$ cat src/hw/rtl/pbsa_pkg.sv
// Types and constants of the picture buffer slot allocator.
package pbsa_pkg;

  typedef enum logic [1:0] {
    OP_REQUEST = 2'd0,
    OP_WRITE   = 2'd1,
    OP_RELEASE = 2'd2,
    OP_CLEAR   = 2'd3
  } op_e;

  typedef enum logic [1:0] {
    HOW_IDLE    = 2'd0,
    HOW_RECLAIM = 2'd1,
    HOW_GROWN   = 2'd2,
    HOW_FORCED  = 2'd3
  } how_e;

  localparam int unsigned OrderW = 31;
  localparam logic [OrderW-1:0] ORDER_LIMIT = 31'h7fffffff;

  typedef struct packed {
    op_e               operation;
    logic [3:0]        slot;
    logic              in_use;
    logic              is_referenced;
    logic              was_output;
    logic              is_done;
    logic [7:0]        holders;
    logic [OrderW-1:0] decode_order;
  } in_item_t;

  typedef struct packed {
    logic       found;
    logic [3:0] granted_slot;
    how_e       how;
  } out_item_t;

  // Classified command handed from the front to the back.
  typedef struct packed {
    op_e               kind;
    logic [3:0]        slot;
    logic              used;
    logic              referenced;
    logic              output_done;
    logic              done;
    logic              hold_ok;
    logic [OrderW-1:0] order;
  } cmd_t;

endpackage

$ cat src/hw/rtl/pbsa_front.sv
// Input stage: accepts items, classifies them and queues the commands.
module pbsa_front (
  input  logic             clk_i,
  input  logic             rst_ni,
  input  logic             in_valid_i,
  output logic             in_stall_o,
  input  pbsa_pkg::in_item_t in_item_i,
  output logic             cmd_valid_o,
  output pbsa_pkg::cmd_t   cmd_o,
  input  logic             cmd_pop_i
);
  import pbsa_pkg::*;

  cmd_t       fifo_q [2];
  cmd_t       cmd_new;
  logic       wr_ptr_q, wr_ptr_d;
  logic       rd_ptr_q, rd_ptr_d;
  logic [1:0] count_q, count_d;
  logic       push;
  logic       pop;

  always_comb begin
    cmd_new.kind        = in_item_i.operation;
    cmd_new.slot        = in_item_i.slot;
    cmd_new.used        = in_item_i.in_use;
    cmd_new.referenced  = in_item_i.is_referenced;
    cmd_new.output_done = in_item_i.was_output;
    cmd_new.done        = in_item_i.is_done;
    cmd_new.hold_ok     = (in_item_i.holders <= 8'd1);
    cmd_new.order       = in_item_i.decode_order;
  end

  assign in_stall_o  = (count_q == 2'd2);
  assign cmd_valid_o = (count_q != 2'd0);
  assign cmd_o       = fifo_q[rd_ptr_q];
  assign push        = in_valid_i && !in_stall_o;
  assign pop         = cmd_pop_i && cmd_valid_o;

  always_comb begin
    wr_ptr_d = push ? ~wr_ptr_q : wr_ptr_q;
    rd_ptr_d = pop ? ~rd_ptr_q : rd_ptr_q;
    count_d  = count_q + {1'b0, push} - {1'b0, pop};
  end

  always_ff @(posedge clk_i) begin
    if (push) begin
      fifo_q[wr_ptr_q] <= cmd_new;
    end
  end

  always_ff @(posedge clk_i or negedge rst_ni) begin
    if (!rst_ni) begin
      wr_ptr_q <= 1'b0;
      rd_ptr_q <= 1'b0;
      count_q  <= 2'd0;
    end else begin
      wr_ptr_q <= wr_ptr_d;
      rd_ptr_q <= rd_ptr_d;
      count_q  <= count_d;
    end
  end

endmodule

$ cat src/hw/rtl/pbsa_back.sv
// Slot table and allocation engine with the result register.
module pbsa_back #(
  parameter int unsigned SLOTS = 16
) (
  input  logic               clk_i,
  input  logic               rst_ni,
  input  logic               cmd_valid_i,
  input  pbsa_pkg::cmd_t     cmd_i,
  output logic               cmd_pop_o,
  output logic               out_valid_o,
  input  logic               out_stall_i,
  output pbsa_pkg::out_item_t out_item_o
);
  import pbsa_pkg::*;

  localparam int unsigned IW = (SLOTS > 1) ? $clog2(SLOTS) : 1;
  localparam int unsigned GW = $clog2(SLOTS + 1);

  typedef enum logic [2:0] {
    ST_IDLE = 3'b001,
    ST_SCAN = 3'b010,
    ST_EMIT = 3'b100
  } state_e;

  state_e            state_q, state_d;
  logic [SLOTS-1:0]  used_q, used_d;
  logic [SLOTS-1:0]  ref_q, ref_d;
  logic [SLOTS-1:0]  outp_q, outp_d;
  logic [SLOTS-1:0]  done_q, done_d;
  logic [SLOTS-1:0]  hold_q, hold_d;
  logic [GW-1:0]     grown_q, grown_d;

  logic [IW-1:0]     scan_idx_q, scan_idx_d;
  logic              issued_q, issued_d;
  logic              cmp_v_q, cmp_v_d;
  logic [IW-1:0]     cmp_idx_q, cmp_idx_d;
  logic              best_found_q, best_found_d;
  logic [IW-1:0]     best_idx_q, best_idx_d;
  logic [OrderW-1:0] best_order_q, best_order_d;
  logic [OrderW-1:0] rd_order_q;
  logic [OrderW-1:0] order_mem [SLOTS];

  logic              out_valid_q, out_valid_d;
  out_item_t         out_q, out_d;
  logic              out_load;
  logic              out_free;

  logic              mem_we;
  logic [IW-1:0]     slot_idx;
  logic [IW-1:0]     grow_idx;
  logic              in_range;
  logic              can_grow;
  logic [SLOTS-1:0]  grown_mask;
  logic [SLOTS-1:0]  t1_vec, t2_vec, t4_vec;
  logic [IW-1:0]     t1_idx, t2_idx;

  assign out_free    = !out_valid_q || !out_stall_i;
  assign out_valid_o = out_valid_q;
  assign out_item_o  = out_q;
  assign slot_idx    = IW'(cmd_i.slot);
  assign grow_idx    = IW'(grown_q);
  assign in_range    = (32'(cmd_i.slot) < 32'(grown_q));
  assign can_grow    = (grown_q < GW'(SLOTS));

  always_comb begin
    for (int i = 0; i < SLOTS; i++) begin
      grown_mask[i] = (i < int'(grown_q));
    end
  end

  assign t1_vec = grown_mask & ~used_q;
  assign t2_vec = grown_mask & used_q & ~ref_q & outp_q & hold_q;
  assign t4_vec = grown_mask & used_q & done_q & ~ref_q & hold_q;

  always_comb begin
    t1_idx = '0;
    t2_idx = '0;
    for (int i = SLOTS - 1; i >= 0; i--) begin
      if (t1_vec[i]) begin
        t1_idx = IW'(i);
      end
      if (t2_vec[i]) begin
        t2_idx = IW'(i);
      end
    end
  end

  always_comb begin
    state_d      = state_q;
    used_d       = used_q;
    ref_d        = ref_q;
    outp_d       = outp_q;
    done_d       = done_q;
    hold_d       = hold_q;
    grown_d      = grown_q;
    scan_idx_d   = scan_idx_q;
    issued_d     = issued_q;
    cmp_v_d      = cmp_v_q;
    cmp_idx_d    = cmp_idx_q;
    best_found_d = best_found_q;
    best_idx_d   = best_idx_q;
    best_order_d = best_order_q;
    cmd_pop_o    = 1'b0;
    mem_we       = 1'b0;
    out_load     = 1'b0;
    out_d.found        = 1'b0;
    out_d.granted_slot = 4'd0;
    out_d.how          = HOW_IDLE;

    unique case (state_q)
      ST_IDLE: begin
        if (cmd_valid_i) begin
          unique case (cmd_i.kind)
            OP_REQUEST: begin
              if (out_free) begin
                cmd_pop_o = 1'b1;
                if (|t1_vec) begin
                  out_load           = 1'b1;
                  out_d.found        = 1'b1;
                  out_d.granted_slot = 4'(t1_idx);
                  out_d.how          = HOW_IDLE;
                end else if (|t2_vec) begin
                  used_d[t2_idx]     = 1'b0;
                  out_load           = 1'b1;
                  out_d.found        = 1'b1;
                  out_d.granted_slot = 4'(t2_idx);
                  out_d.how          = HOW_RECLAIM;
                end else if (can_grow) begin
                  used_d[grow_idx]   = 1'b0;
                  ref_d[grow_idx]    = 1'b0;
                  outp_d[grow_idx]   = 1'b0;
                  done_d[grow_idx]   = 1'b0;
                  hold_d[grow_idx]   = 1'b1;
                  grown_d            = grown_q + 1'b1;
                  out_load           = 1'b1;
                  out_d.found        = 1'b1;
                  out_d.granted_slot = 4'(grow_idx);
                  out_d.how          = HOW_GROWN;
                end else if (|t4_vec) begin
                  state_d      = ST_SCAN;
                  scan_idx_d   = '0;
                  issued_d     = 1'b0;
                  cmp_v_d      = 1'b0;
                  best_found_d = 1'b0;
                  best_idx_d   = '0;
                  best_order_d = ORDER_LIMIT;
                end else begin
                  out_load = 1'b1;
                end
              end
            end
            OP_WRITE: begin
              cmd_pop_o = 1'b1;
              if (in_range) begin
                used_d[slot_idx] = cmd_i.used;
                ref_d[slot_idx]  = cmd_i.referenced;
                outp_d[slot_idx] = cmd_i.output_done;
                done_d[slot_idx] = cmd_i.done;
                hold_d[slot_idx] = cmd_i.hold_ok;
                mem_we           = 1'b1;
              end
            end
            OP_RELEASE: begin
              cmd_pop_o = 1'b1;
              if (in_range) begin
                used_d[slot_idx] = 1'b0;
              end
            end
            OP_CLEAR: begin
              cmd_pop_o = 1'b1;
              used_d    = '0;
            end
            default: begin
              cmd_pop_o = 1'b1;
            end
          endcase
        end
      end
      ST_SCAN: begin
        if (!issued_q) begin
          cmp_v_d   = 1'b1;
          cmp_idx_d = scan_idx_q;
          if (scan_idx_q == IW'(SLOTS - 1)) begin
            issued_d = 1'b1;
          end else begin
            scan_idx_d = scan_idx_q + 1'b1;
          end
        end else begin
          cmp_v_d = 1'b0;
        end
        if (cmp_v_q) begin
          if (t4_vec[cmp_idx_q] && (rd_order_q < best_order_q)) begin
            best_found_d = 1'b1;
            best_idx_d   = cmp_idx_q;
            best_order_d = rd_order_q;
          end
          if (cmp_idx_q == IW'(SLOTS - 1)) begin
            state_d = ST_EMIT;
            cmp_v_d = 1'b0;
          end
        end
      end
      ST_EMIT: begin
        out_load = 1'b1;
        state_d  = ST_IDLE;
        if (best_found_q) begin
          used_d[best_idx_q] = 1'b0;
          out_d.found        = 1'b1;
          out_d.granted_slot = 4'(best_idx_q);
          out_d.how          = HOW_FORCED;
        end
      end
      default: begin
        state_d = ST_IDLE;
      end
    endcase
  end

  always_comb begin
    if (out_load) begin
      out_valid_d = 1'b1;
    end else if (!out_stall_i) begin
      out_valid_d = 1'b0;
    end else begin
      out_valid_d = out_valid_q;
    end
  end

  always_ff @(posedge clk_i) begin
    if (mem_we) begin
      order_mem[slot_idx] <= cmd_i.order;
    end
    rd_order_q <= order_mem[scan_idx_q];
    if (out_load) begin
      out_q <= out_d;
    end
  end

  always_ff @(posedge clk_i or negedge rst_ni) begin
    if (!rst_ni) begin
      state_q      <= ST_IDLE;
      used_q       <= '0;
      ref_q        <= '0;
      outp_q       <= '0;
      done_q       <= '0;
      hold_q       <= '1;
      grown_q      <= '0;
      scan_idx_q   <= '0;
      issued_q     <= 1'b0;
      cmp_v_q      <= 1'b0;
      cmp_idx_q    <= '0;
      best_found_q <= 1'b0;
      best_idx_q   <= '0;
      best_order_q <= ORDER_LIMIT;
      out_valid_q  <= 1'b0;
    end else begin
      state_q      <= state_d;
      used_q       <= used_d;
      ref_q        <= ref_d;
      outp_q       <= outp_d;
      done_q       <= done_d;
      hold_q       <= hold_d;
      grown_q      <= grown_d;
      scan_idx_q   <= scan_idx_d;
      issued_q     <= issued_d;
      cmp_v_q      <= cmp_v_d;
      cmp_idx_q    <= cmp_idx_d;
      best_found_q <= best_found_d;
      best_idx_q   <= best_idx_d;
      best_order_q <= best_order_d;
      out_valid_q  <= out_valid_d;
    end
  end

endmodule

$ cat src/hw/rtl/picture_buffer_slot_allocator.sv
// Picture buffer slot allocator: a two-entry command queue in front of the slot engine.
// Items enter a two-entry command queue and are carried out one at a time by the slot
// engine. Write, release and clear are carried out straight from its idle state, and so
// is a request answered by an idle slot, a reclaimed output slot or a newly grown slot,
// once the output register is free; it passes the queue, then the output register.
// A request that falls through to the oldest-picture search walks the coding-order
// memory one slot per cycle in its scan state, then loads its result in the emit state.
// Results are held in an output register; the queue keeps accepting items, while it
// has room, as a result waits there. One result per request, none for other operations.
module picture_buffer_slot_allocator #(
  parameter int unsigned SLOTS = 16
) (
  input  logic                clk_i,
  input  logic                rst_ni,
  input  logic                in_valid_i,
  output logic                in_stall_o,
  input  pbsa_pkg::in_item_t  in_item_i,
  output logic                out_valid_o,
  input  logic                out_stall_i,
  output pbsa_pkg::out_item_t out_item_o
);
  import pbsa_pkg::*;

  logic cmd_valid;
  cmd_t cmd;
  logic cmd_pop;

  pbsa_front u_front (
    .clk_i       (clk_i),
    .rst_ni      (rst_ni),
    .in_valid_i  (in_valid_i),
    .in_stall_o  (in_stall_o),
    .in_item_i   (in_item_i),
    .cmd_valid_o (cmd_valid),
    .cmd_o       (cmd),
    .cmd_pop_i   (cmd_pop)
  );

  pbsa_back #(
    .SLOTS (SLOTS)
  ) u_back (
    .clk_i       (clk_i),
    .rst_ni      (rst_ni),
    .cmd_valid_i (cmd_valid),
    .cmd_i       (cmd),
    .cmd_pop_o   (cmd_pop),
    .out_valid_o (out_valid_o),
    .out_stall_i (out_stall_i),
    .out_item_o  (out_item_o)
  );

endmodule

$ cat config.mk
export PLATFORM = sky130hd
export DESIGN_NAME = picture_buffer_slot_allocator
export DESIGN_NICKNAME = d
export VERILOG_FILES = /design/src/hw/rtl/pbsa_pkg.sv /design/src/hw/rtl/pbsa_front.sv /design/src/hw/rtl/pbsa_back.sv /design/src/hw/rtl/picture_buffer_slot_allocator.sv
export SDC_FILE = /design/constraint.sdc
export NUM_CORES = 1
export LEC_CHECK = 0
export ABC_AREA = 1
export BUFFER_PORTS_ARGS = -buffer_cell sky130_fd_sc_hd__clkbuf_2
export CAP_MARGIN = 25
export CORE_UTILIZATION = 40
export CTS_BUF_LIST = sky130_fd_sc_hd__clkbuf_4
export DETAILED_ROUTE_END_ITERATION = 12
export MAX_ROUTING_LAYER = met4
export PLACE_DENSITY_LB_ADDON = 0.3
export REMOVE_ABC_BUFFERS = 1
export SETUP_SLACK_MARGIN = 0.15
export SYNTH_ARGS = -nofsm -noshare
export SYNTH_HDL_FRONTEND = slang
export SYNTH_SLANG_ARGS = --single-unit
$ cat constraint.sdc
create_clock -name clk_i -period 4.2 [get_ports clk_i]
set_input_delay 0.63 -clock clk_i [delete_from_list [all_inputs] [get_ports clk_i]]
set_output_delay 0.63 -clock clk_i [all_outputs]
set_load 0.05 [all_outputs]
* Word-level counts from Yosys, hierarchy flattened
Memory sizes are Yosys's and may differ from the RTL's. A register that Yosys moved wholly into a read port is not among the register bits.
Index checks and enable logic that the tools add are counted.
** Storage, ports and cells
- Register bits :: 146
- Latch bits :: 0
- RAM bits :: 580
- ROM bits :: 0
- Input bits :: 53
- Logic and storage cells :: 305
- Memories :: 2
** Memories
- u_back.order_mem :: depth 16, width 31, rd ports 1, clocked after memory_dff 1, write ports 1, RTL line pbsa_back.sv:41 : logic [OrderW-1:0] order_mem [SLOTS];
- u_front.fifo_q :: depth 2, width 42, rd ports 1, clocked after memory_dff 0, write ports 1, RTL line pbsa_front.sv:14 : cmd_t fifo_q [2];
** Cells by class
- Add/subtract/negate cells :: 4
- Multiply operators :: 0
- Divide/modulo/power cells :: 0
- $lt $le $gt $ge :: 29
- Equal/unequal tests :: 33
- Shift operators :: 0
- Muxes and demuxes :: 161
- Bitwise logic cells :: 27
- Reductions and logical operators :: 28
** Operator list (count)
- two-way mux 16 bit :: 28
- two-way mux 31 bit :: 9
- AND 16 bit :: 15
- two-way mux 4 bit :: 43
- case mux 16 bit (2 select lines) :: 5
- NOT 16 bit :: 6
- bitwise mux 16 bit :: 5
- case mux 16 bit (4 select lines) :: 1
- case mux 31 bit (2 select lines) :: 1
- two-way mux 7 bit :: 7
- OR reduction 16 bit :: 3
- < comparator 4 x 5 -> 1 bit (first input constant) :: 8
- two-way mux 1 bit :: 39
- < comparator 31 bit :: 1
- two-way mux 3 bit :: 9
- < comparator 4 x 5 -> 1 bit (second input constant) :: 5
- AND reduction 8 bit :: 3
- < comparator 3 x 5 -> 1 bit (first input constant) :: 4
- != test 2 x 1 -> 1 bit (second input constant) :: 10
- AND reduction 10 bit :: 2
- != test 2 bit (second input constant) :: 9
- demux 1 bit (select 4 bit) :: 4
- >= comparator 4 x 1 -> 1 bit (second input constant) :: 4
- bitwise OR 16 bit :: 1
- other kinds (33) :: 60

* Depth between registers and ports, before layout
Gate-level depths: netlist of the first run.
- Word-level depth :: 33
- Mapped depth :: 26

* Cells and area by module
From an unflattened synthesis of the first run, not the netlist that was laid out.
** Unflattened totals
- Cell total of the unflattened synthesis :: 3045
- Area total of the unflattened synthesis :: 32926.6 um^2
** Modules (own cells, without submodules)
- pbsa_back :: instances 1, cells each 2786, area an instance 29583.4 um^2, seq. area each 19163.4 um^2
- pbsa_front :: instances 1, cells each 259, area an instance 3343.2 um^2, seq. area each 2622.5 um^2

* Least setup slack after synthesis of the first run
Ideal clock, no wire load.
- Path kind :: register to register
- Start point :: register u_front.rd_ptr_q
- End point :: memory u_back.order_mem[11][0], enable pin
- Setup time :: 0.419 ns
- Data arrival time :: 3.600 ns
- Setup slack :: 0.180 ns
- Stages on the path, launching flop included :: 15
- Path buffers :: 3
- Clock period less this slack :: 4.020 ns
- Cell sequence :: dfrtp_1 buf_4 inv_2 clkbuf_1 or2_2 o21ai_0 inv_1 ha_1 a21o_1 a22oi_1 nand2_1 nor3_1 nand2_1 clkbuf_1 nor2_1
** Between the ends
- Longest elaborated chain between the ends :: 8
- Elaborated cells between the ends (all ways) :: 9
- Those cells by class :: order compare (1); eq/ne (1); mux (6); memory (1)
** Ends and longest elaborated chain
- from (decl) :: RTL line pbsa_front.sv:17 : logic rd_ptr_q, rd_ptr_d;
- from (signal assigned) :: RTL line pbsa_front.sv:58 : rd_ptr_q <= rd_ptr_d;
- memory (2 x 42 bit) (*)
- < comparator 4 x 5 -> 1 bit :: RTL line pbsa_back.sv:62 : assign in_range = (32'(cmd_i.slot) < 32'(grown_q));
- two-way mux 1 bit :: RTL line pbsa_back.sv:154 : if (in_range) begin
- two-way mux 1 bit :: RTL line pbsa_back.sv:113 : unique case (cmd_i.kind)
- two-way mux 1 bit :: RTL line pbsa_back.sv:112 : if (cmd_valid_i) begin
- two-way mux 1 bit :: RTL line pbsa_back.sv:110 : unique case (state_q)
- two-way mux 1 bit :: RTL line pbsa_back.sv:230 : if (mem_we) begin
- two-way mux 1 bit (implied by the code) :: RTL line pbsa_back.sv:231 : order_mem[slot_idx] <= cmd_i.order;
- to (decl) :: RTL line pbsa_back.sv:41
Every way passes the cells marked *; elsewhere a longest branch is shown, timed or not.

* Final worst setup path of the first run
- Start point :: register u_front.rd_ptr_q
- End point :: memory u_back.order_mem[4][3], enable pin
Same word-level chain as after synthesis.

==> results.md, run 1 <==
- Status: complete, no violations
- Post-synthesis register bit count: 757
- Top delay family on crit path: simple AND/OR/NAND/NOR gates
- Clock sink total: 757
- Layout cells sized above 1: 18.6%
- Routed length on met1: 38400 um
- Area contributors post-synth: edfxtp_1, nand2_1, dfrtp_1
- Pins Over Slew Limit: 0
- Commonest non-fill, non-tap cells in the layout: nand2_1, edfxtp_1, nor2_1
- Die Y: 289 um
- CP Class: flip-flop to flip-flop
- Crit end category: flip-flop
- Number of remaining DRC errors: 0
- Clock-pin slew on the worst setup and hold paths: 0.07 ns
- Synth area leader: edfxtp_1
- Core area: 80900 um^2
- Die width: 289 um
- Sequential Power Share: 47.8%
- Area of the die: 83400 um^2
- Final Hold Viols: 0
- Post-Route Skew: 0.0801 ns
- CTS buffer count: 198
- Placed cell count: 4045
- Clock root buffer: clkbuf_4
- Port bufs: 60
- Worst min path class: input port to flip-flop
- Std cell rows: 104
- Max frequency: 270 MHz
- Routed wire length per instance: 19.9 um
- GPL Wtd Cong: 0.970
- Synth Cell Area: 32900 um^2
- Crit path required time: 4.98 ns
- Wire length on met2: 42600 um
- Max clock buf depth: 3
- LEAKAGE: 0.0143 uW
- Layout Cells excl Fill: 4468
- First-pass GRT wire length: 136000 um
- CTS tree: yes
- Top_reg_cell synth: edfxtp_1
- Post-CTS setup buffer count: 0
- Async S/R FF share, synth: 18.4%
- Dpl hpwl: 51900 um
- DR top layer: met4
- Min Hold Slack: 0.148 ns
- Post-route antenna net violation count: 0
- DR pass1 iterations: 6
- Via density: 5.31
- Period minus WS final: 3.71 ns
- Final period util: 88.2%
- Ports: 62
- Syn_area_per_cell: 11.0 um^2
- Comb pwr share: 20.9%
- Buf/Inv on CP: 3
- NetSw: 6750 uW
- Arrival time worst endpoint: 4.48 ns
- Max Cap Viol: 0
- Antenna violations before repair: 2
- Met3 wire len: 6040 um
- Drt initial violations: 1890
- Vias: 23710
- Slew of the pin with the lowest slew margin: 0.940 ns
- Critical Path, Cell by Cell: inv_2 > or2_2 > o21ai_0 > inv_1 > ha_1 > a21o_1 > a22oi_1 > nand2_1 > nor3_1 > nand2_1 > nor2_4 > buf_12
- Post-CTS Resized: 0
- CTS H-tree lvls: 4
- Synth Instances: 2998
- Commonest non-fill, non-tap cell in the layout: nand2_1
- PD cells: 550 nW/um^2
- Worst-path maximum fanout: 23
- Slowest CP cell: dfrtp_2
- Final nets: 3323
- Slew HR: 37.3%
- Initial core utilization: 40.7%
- Sw Share: 32.3%
- Cell mode on critical path: nand2_1
- Worst VDD drop: 387 uV
- Synthesis-to-finish area growth: 15.5%
- Share of Yosys cell area claimed by the top area cell type: 53.5%
- Worst skew pair latency: 1.12 ns
- Worst path max stage delay: 0.50 ns
- Tot GR Track Use: 22.4%
- Startpoint types: flip-flop
- Cell-internal power: 14100 uW
- Yosys cell types: 60
- Post-synth EDFFs: 587
- Vias in the first global route: 22724
- Largest net degree at the start of global routing: 159
- Register area share after synthesis: 66.2%
- Clk network pwr share: 31.4%
- Grt total ovfl: 0
- Post-Route WL: 89100 um
- Final setup fails: 0
- RSZ-0062 raised after global routing: no
- YS warnings: 0
[cell families (layout without fill, tap and decap cells)]
kind of cell | after synthesis | in the layout | synth area share [%]
other | 0 | 6 | 0
adders and majority gates | 40 | 40 | 1.52
and+or+nand+nor | 1135 | 1135 | 14.4
muxes | 1 | 1 | 0.0304
AOI/OAI and AO/OA | 693 | 693 | 13.3
buffers and inverters | 365 | 769 | 4.40
xor gates and xnor gates | 7 | 7 | 0.186
DFF | 757 | 757 | 66.2
[power by group through the flow]
stage	clock network [uW]	registers, uW	logic, uW
2_1_floorplan	0	10100	2570
3_3_place_gp	0	10100	4270
3_5_place_dp	0	10100	4340
4_1_cts	6730	9980	4370
5_1_grt	7150	10100	4810
6_report	6550	9990	4360
[cell usage after synthesis, types with 8 or more instances]
cell type and count:
a21oi_1 126, a21oi_2 37, a21oi_4 10, a221oi_1 37
a31oi_1 23, buf_1 11, buf_2 8, clkbuf_1 111
dfrtp_1 91, dfstp_2 48, dfxtp_1 31, edfxtp_1 587
ha_1 40, inv_1 202, inv_2 15, nand2_1 615
nand2_2 11, nand3_1 81, nand4_1 50, nor2_1 328
nor3_1 15, o211ai_1 26, o21ai_0 262, o21ai_1 33
o221ai_1 27, o22ai_1 43, o32ai_1 46
[stage by stage]
step,total power (uW),setup slack [ns],util (%),cell area (um^2),TNS (ns)
after global routing,22000,0.301,47.0,38000,0
after floorplan,12700,-5.90,-,32300,-2749.22
after detailed placement,14500,0.515,43.1,34900,0
after CTS,21100,0.480,46.9,38000,0
after global placement,14400,0.517,43.1,34900,0
final,20900,0.495,47.0,38000,0
[tightest hold or removal path, delay by kind of cell]
kind,cells,cell delay (ns)
compound gates,1,0.28
simple gates,2,0.17
buf+inv,1,0.09
[final timing paths]
check                                             start                                  to  slack [ns]  cells past startpoint
min in group asynchronous                        rst_ni    u_back.scan_idx_q[0]$_DFFE_PN0P_        0.24                      2
setup reg to reg           u_front.rd_ptr_q$_DFFE_PN0P_    u_back.order_mem[4][3]$_DFFE_PP_        0.49                     12
hold reg to reg            u_back.rd_order_q[4]$_DFF_P_  u_back.best_order_q[4]$_DFFE_PN1P_        0.45                      2
hold / removal                               in_valid_i        u_front.wr_ptr_q$_DFFE_PN0P_        0.15                      4
max in group asynchronous                        rst_ni       u_back.hold_q[10]$_DFFE_PN1P_        3.06                      3
setup / recovery           u_front.rd_ptr_q$_DFFE_PN0P_    u_back.order_mem[4][3]$_DFFE_PP_        0.49                     12
[per-layer routing]
metal,GRT usage [%],up-vias
li1,-,11256
met1,29.0,11504
met2,35.4,813
met3,4.24,137
met4,7.66,0
met5,-,-
[layout make-up]
cell class | instances | area [um^2]
Fill cell | 7528 | 42900
Sequential cell | 757 | 21800
Multi-Input combinational cell | 1876 | 9830
Clock buffer | 303 | 2270
Timing Repair Buffer | 171 | 1520
Tap cell | 1060 | 1330
Inverter | 226 | 862
Clock inverter | 69 | 388
Antenna cell | 6 | 15.0
[state kept, by name, summed over array words and instances (netlist names), 2 cells and up]
register / count
u_back.used_q: 16
u_front.count_q: 2
u_back.out_item_o: 7
u_back.best_idx_q: 4
u_front.fifo_q: 84
u_back.rd_order_q: 31
u_back.hold_q: 16
u_back.outp_q: 16
u_back.best_order_q: 31
u_back.state_q: 3
u_back.order_mem: 496
u_back.done_q: 16
u_back.cmp_idx_q: 4
u_back.ref_q: 16
u_back.grown_q: 5
u_back.scan_idx_q: 4
[what timing repair did]
action / 4_1_cts / 5_1_grt
hold buffers: 45 / 0
setup endpoints to repair: 0 / 0
hold endpoints to repair: 132 / 0
No activity file was read; power rests on OpenSTA's default activity.
==> run 2, diff against run 1 <==
ABC_AREA = not set   (was 1)
==> run 2 against run 1 <==
  * Power down 3.1%
  * Synthesized cell count down 29%
  * First-iteration DRC count decreased by 11%
  * Final area shrank 1.4%
  * Worst setup slack got worse by 0.20 ns
  * Critical endpoint is now u_back.order_mem[1][3]$_DFFE_PP_
==> results.md, run 2 <==
- CTS tree: yes
- Final nets: 2532
- Number of remaining DRC errors: 0
- Ports: 62
- Async S/R FF share, synth: 18.4%
- Largest registers: u_back.order_mem x496, u_front.fifo_q x84
- Arrival time worst endpoint: 4.58 ns
- Die Y: 285 um
- DR pass1 iterations: 6
- Synth Instances: 2141
- Routed wire length per instance: 24.1 um
- Vias: 20541
- Via density: 5.62
- Cell mode on critical path: buf_4
- Min Hold Slack: 0.0835 ns
- Area of the die: 80900 um^2
- Worst VDD drop: 346 uV
- CTS H-tree lvls: 4
- Final period util: 93.0%
- Initial core utilization: 40.4%
- Dpl hpwl: 53900 um
- Top delay family on crit path: buffers and inverters
- Worst min path class: input port to async pin
- Die width: 285 um
- Synthesis-to-finish area growth: 17.3%
- Vias in the first global route: 20928
- Cell Area, Placed: 34400 um^2
- Drt initial violations: 1690
- Startpoint types: flip-flop
- Synth Cell Area: 31900 um^2
- Post-route antenna net violation count: 0
- Max reg flops: 496
- Period minus WS final: 3.91 ns
- Clock sink total: 757
- Max clock buf depth: 3
- Std cell rows: 103
- First-pass GRT wire length: 131000 um
- Layout cells sized above 1: 26.5%
- Final Hold Viols: 0
- PD cells: 541 nW/um^2
- Most common cell in the netlist: edfxtp_1
- Slowest CP cell: dfrtp_2
- Syn_area_per_cell: 14.9 um^2
- Commonest non-fill, non-tap cell in the layout: edfxtp_1
- Worst skew pair latency: 1.08 ns
- Yosys cell types: 81
- Top_reg_cell synth: edfxtp_1
- Post-Route WL: 88200 um
- Core area: 79000 um^2
- Worst R2R End: u_back.order_mem[1][3]$_DFFE_PP_
- CP Class: flip-flop to flip-flop
- Max Cap Viol: 0
- Most flops, register: u_back.order_mem
- Antenna violations before repair: 4
- Register area share after synthesis: 68.2%
- Share of Yosys cell area claimed by the top area cell type: 55.2%
- Port bufs: 60
- Pins Over Slew Limit: 0
- Commonest non-fill, non-tap cells in the layout: edfxtp_1, clkbuf_4, nand2_1
- Crit end category: flip-flop
- Clock-pin slew on the worst setup and hold paths: 0.07 ns
- Final instance area: 37500 um^2
- YS warnings: 0
- Total power: 20200 uW
- RR Startpoint: u_front.rd_ptr_q$_DFFE_PN0P_
- Slew HR: 35.8%
- Slew of the pin with the lowest slew margin: 0.964 ns
- Most frequent cells after synthesis: edfxtp_1, nand2_1, o21ai_0
- Crit path required time: 4.87 ns
- Largest net degree at the start of global routing: 101
- Clock root buffer: clkbuf_4
- RSZ-0062 raised after global routing: no
- LEAKAGE: 0.0140 uW
- Critical Path, Cell by Cell: mux2i_1 > inv_1 > ha_1 > o21ai_0 > a31oi_1 > o31ai_1 > buf_4 > nand4_1 > buf_4 > nor3_2 > buf_4
- Buf/Inv on CP: 4
- Post-synthesis register bit count: 757
- Post-synth EDFFs: 587
- Tot GR Track Use: 22.5%
- Worst-path maximum fanout: 14
- R2r setup slk: 0.29 ns
- Grt total ovfl: 0
- Synth area leader: edfxtp_1
- Status: complete, no violations
- Setup_tns: 0 ns
- GPL Wtd Cong: 0.952
- Post-Route Skew: 0.0736 ns
- Max frequency: 256 MHz
- Worst path max stage delay: 0.48 ns
- Reg2reg path depth: 11
- Area contributors post-synth: edfxtp_1, dfrtp_1, mux4_2
- Final setup fails: 0
- CTS buffer count: 197
## run 2: worst reg2reg max path, cell delays in order, from the launching register on
cell	delay [ns]
dfrtp_2	0.48
mux2i_1	0.42
inv_1	0.20
ha_1	0.32
o21ai_0	0.16
a31oi_1	0.06
o31ai_1	0.42
buf_4	0.21
nand4_1	0.18
buf_4	0.30
nor3_2	0.35
buf_4	0.39
## run 2: kinds of logic after synthesis
family,synth area share [%]
adder cells (fa/ha/maj),1.57
multiplexers,10.3
AND/OR/NAND/NOR,6.45
buffers and inverters,1.99
flip-flops,68.2
XOR/XNOR,0.192
AO/OA/AOI/OAI,11.3
## run 2: how the worst max path moves through the flow
stage / from / to / slack [ns] / cells past startpoint
2_1_floorplan: u_back.scan_idx_q[0]$_DFFE_PN0P_ / u_back.scan_idx_q[0]$_DFFE_PN0P_ / -3.56 / 5
3_3_place_gp: u_back.grown_q[0]$_DFFE_PN0P_ / u_back.best_idx_q[3]$_DFFE_PN0P_ / 0.40 / 8
3_5_place_dp: u_back.grown_q[0]$_DFFE_PN0P_ / u_back.best_idx_q[3]$_DFFE_PN0P_ / 0.33 / 8
4_1_cts: u_back.grown_q[0]$_DFFE_PN0P_ / u_back.best_idx_q[3]$_DFFE_PN0P_ / 0.29 / 8
5_1_grt: u_front.rd_ptr_q$_DFFE_PN0P_ / u_back.order_mem[0][1]$_DFFE_PP_ / 0.20 / 11
6_report: u_front.rd_ptr_q$_DFFE_PN0P_ / u_back.order_mem[1][3]$_DFFE_PP_ / 0.29 / 11
## run 2: through the flow
stage	std cells	util, %	setup WS [ns]
finish	3658	47.4	0.292
global route	3656	47.4	0.201
CTS	3651	47.3	0.286
detailed placement	3241	43.5	0.330
global placement	3240	43.5	0.404
floorplan	2036	-	-3.56
## run 2: final cells by class
type,count,area [um^2]
Antenna cell,4,10.0
Clock buffer,293,2200
Clock inverter,71,354
Fill cell,6893,41500
Inverter,53,199
Multi-Input combinational cell,1227,9650
Sequential cell,757,21800
Tap cell,1050,1310
Timing Repair Buffer,203,1940
## run 2: power breakdown
group / leakage (uW) / switching [uW] / internal [uW]
Clock: 0.00151 / 3070 / 3280
Combinational: 0.00529 / 2670 / 1150
Sequential: 0.00724 / 481 / 9600
Total: 0.0140 / 6220 / 14000
## run 2: routing by layer
layer / share of wire (%) / global-route usage (%)
met1: 44 / 28.8
met2: 49 / 36.0
met3: 5.2 / 4.19
met4: 2.3 / 7.72
met5: 0 / -
## run 2: timing repair
item                                    4_1_cts  5_1_grt
buffers inserted                              0        0
hold buffers                                 46        0
endpoints found under the setup margin        0       35
endpoints found under the hold margin       162        0
resized for setup                             0        1
==> run 3, diff against run 2 <==
SETUP_SLACK_MARGIN = 0.4   (was 0.15)
==> run 3 against run 2 <==
  * Power rose by 0.16%
  * Cell count did not move
  * Maximum frequency rose by 5.9%
  * Wire length barely moved
  * Critical path depth fell by 3
==> results.md, run 3 (same netlist as run 2, synthesis figures left out) <==
- Status: complete, no violations
- Most flops, register: u_back.order_mem
- Die Y: 285 um
- PD cells: 541 nW/um^2
- Cell-internal power: 14000 uW
- Crit end category: flip-flop
- DR pass1 iterations: 6
- Arrival time worst endpoint: 4.41 ns
- Max Cap Viol: 0
- Final setup fails: 0
- Core area: 79000 um^2
- FF/Latch Area: 21800 um^2
- Area occupied by multi-input gates: 9690 um^2
- Worst skew pair latency: 1.07 ns
- Port bufs: 60
- Final Hold Viols: 0
- Layout cells sized above 1: 26.8%
- Via density: 5.61
- Sw Share: 30.8%
- Vias in the first global route: 20943
- Placed cell count: 3241
- Dpl hpwl: 53900 um
- Clock root buffer: clkbuf_4
- CP Class: flip-flop to flip-flop
- Total power: 20300 uW
- Post-route antenna net violation count: 0
- Area of the die: 80900 um^2
- Final period util: 87.9%
- Startpoint types: flip-flop
- Worst VDD drop: 348 uV
- Largest net degree at the start of global routing: 101
- Pins Over Slew Limit: 0
- Filler instances: 6881
- Clk network pwr share: 31.3%
- Largest registers: u_back.order_mem x496, u_front.fifo_q x84
- LEAKAGE: 0.0141 uW
- Std cell rows: 103
- Vias: 20534
- Slew HR: 35.5%
- Post-CTS setup buffer count: 0
- Tot GR Track Use: 22.6%
- Post-Route WL: 88200 um
- Drt initial violations: 1618
- Crit path required time: 4.92 ns
- Sequential Power Share: 49.7%
- Worst-path maximum fanout: 11
- First-pass GRT wire length: 132000 um
- Max frequency: 271 MHz
- Commonest non-fill, non-tap cells in the layout: edfxtp_1, clkbuf_4, nand2_1
- Synthesis-to-finish area growth: 17.5%
- Worst min path class: input port to async pin
- RSZ-0062 raised after global routing: no
- Antenna violations before repair: 4
- Final nets: 2532
- Initial core utilization: 40.4%
- Number of remaining DRC errors: 0
- Clock sink total: 757
- Cell Area, Placed: 34400 um^2
- CTS H-tree lvls: 4
- Comb pwr share: 19.0%
- GPL Wtd Cong: 0.952
- Setup_tns: 0 ns
- Die width: 285 um
- Post-Route Skew: 0.0724 ns
- Routed wire length per instance: 24.1 um
- Clock-pin slew on the worst setup and hold paths: 0.07 ns
- Max clock buf depth: 3
- Max reg flops: 496
- Final instance area: 37500 um^2
- Period minus WS final: 3.69 ns
- CTS tree: yes
- Layout Cells excl Fill: 3658
- Grt total ovfl: 0
- NetSw: 6240 uW
- Slew of the pin with the lowest slew margin: 0.968 ns
- Min Hold Slack: 0.0855 ns
- CTS buffer count: 197
- Ports: 62
- Commonest non-fill, non-tap cell in the layout: edfxtp_1
run 3: cell count changes in the layout (fill, tap and decap cells not counted), moves of 3 or more:
| cell | change |
|---|---|
| dfrtp_1 | -3 |
| buf_6 | +3 |
| dfrtp_2 | +3 |
| nor3_2 | -3 |
| nor3_4 | +3 |
| buf_4 | -3 |
run 3: critical path, stage by stage, from the launching register on:
cell and delay [ns]:
dfrtp_2 0.51, or3_1 0.48, o2111a_1 0.36, or4_1 0.52, or4_1 0.50, o2111a_2 0.35
buf_4 0.15, o21ai_0 0.26, buf_4 0.22
run 3: cell type report:
| class | count | area share (%) |
|---|---|---|
| sequential | 757 | 58.1 |
| multi-input combinational | 1227 | 25.8 |
| clock buffer | 293 | 5.86 |
| timing repair buffer | 203 | 5.19 |
| tap | 1050 | 3.50 |
| clock inverter | 71 | 0.944 |
| inverter | 53 | 0.530 |
| antenna | 4 | 0.0267 |
run 3: what timing repair did:
item	4_1_cts	5_1_grt
endpoints found under the hold margin	162	0
resized for setup	4	11
hold buffers	46	0
gates cloned	1	0
setup endpoints to repair	59	285
run 3: layer usage:
| layer | routed length [um] | vias up | global-route usage (%) |
|---|---|---|---|
| met4 | 1960 | 0 | 7.62 |
| met2 | 43200 | 671 | 36.1 |
| met5 | 0 | - | - |
| met1 | 38400 | 10475 | 29.0 |
| met3 | 4620 | 145 | 4.21 |
| li1 | - | 9243 | - |
run 3: final timing paths:
check,startpoint,end,slack [ns],cells past startpoint
min reg2reg,u_back.outp_q[13]$_DFFE_PN0P_,u_back.outp_q[13]$_DFFE_PN0P_,0.50,1
max in group asynchronous,rst_ni,u_back.best_order_q[22]$_DFFE_PN1P_,3.36,3
min in group clk_i,in_item_i[17],u_front.fifo_q[1][17]$_DFFE_PP_,0.28,2
max,u_back.grown_q[3]$_DFFE_PN0P_,u_back.out_item_o[1]$_SDFFCE_PN0P_,0.51,8
min,rst_ni,u_back.scan_idx_q[3]$_DFFE_PN0P_,0.09,2
max reg2reg,u_back.grown_q[3]$_DFFE_PN0P_,u_back.out_item_o[1]$_SDFFCE_PN0P_,0.51,8
run 3: per-stage QoR:
step,utilization [%],setup slack (ns)
floorplan,-,-3.56
global placement,43.5,0.404
detailed placement,43.5,0.330
CTS,47.4,0.406
global route,47.5,0.411
finish,47.5,0.509
run 3: power by group through the flow:
stage	Combinational (uW)	Clock (uW)	Sequential [uW]
floorplan	2110	0	10200
global placement	3660	0	10200
detailed placement	3790	0	10200
CTS	3840	6550	10100
global route	4190	6910	10200
finish	3840	6350	10100
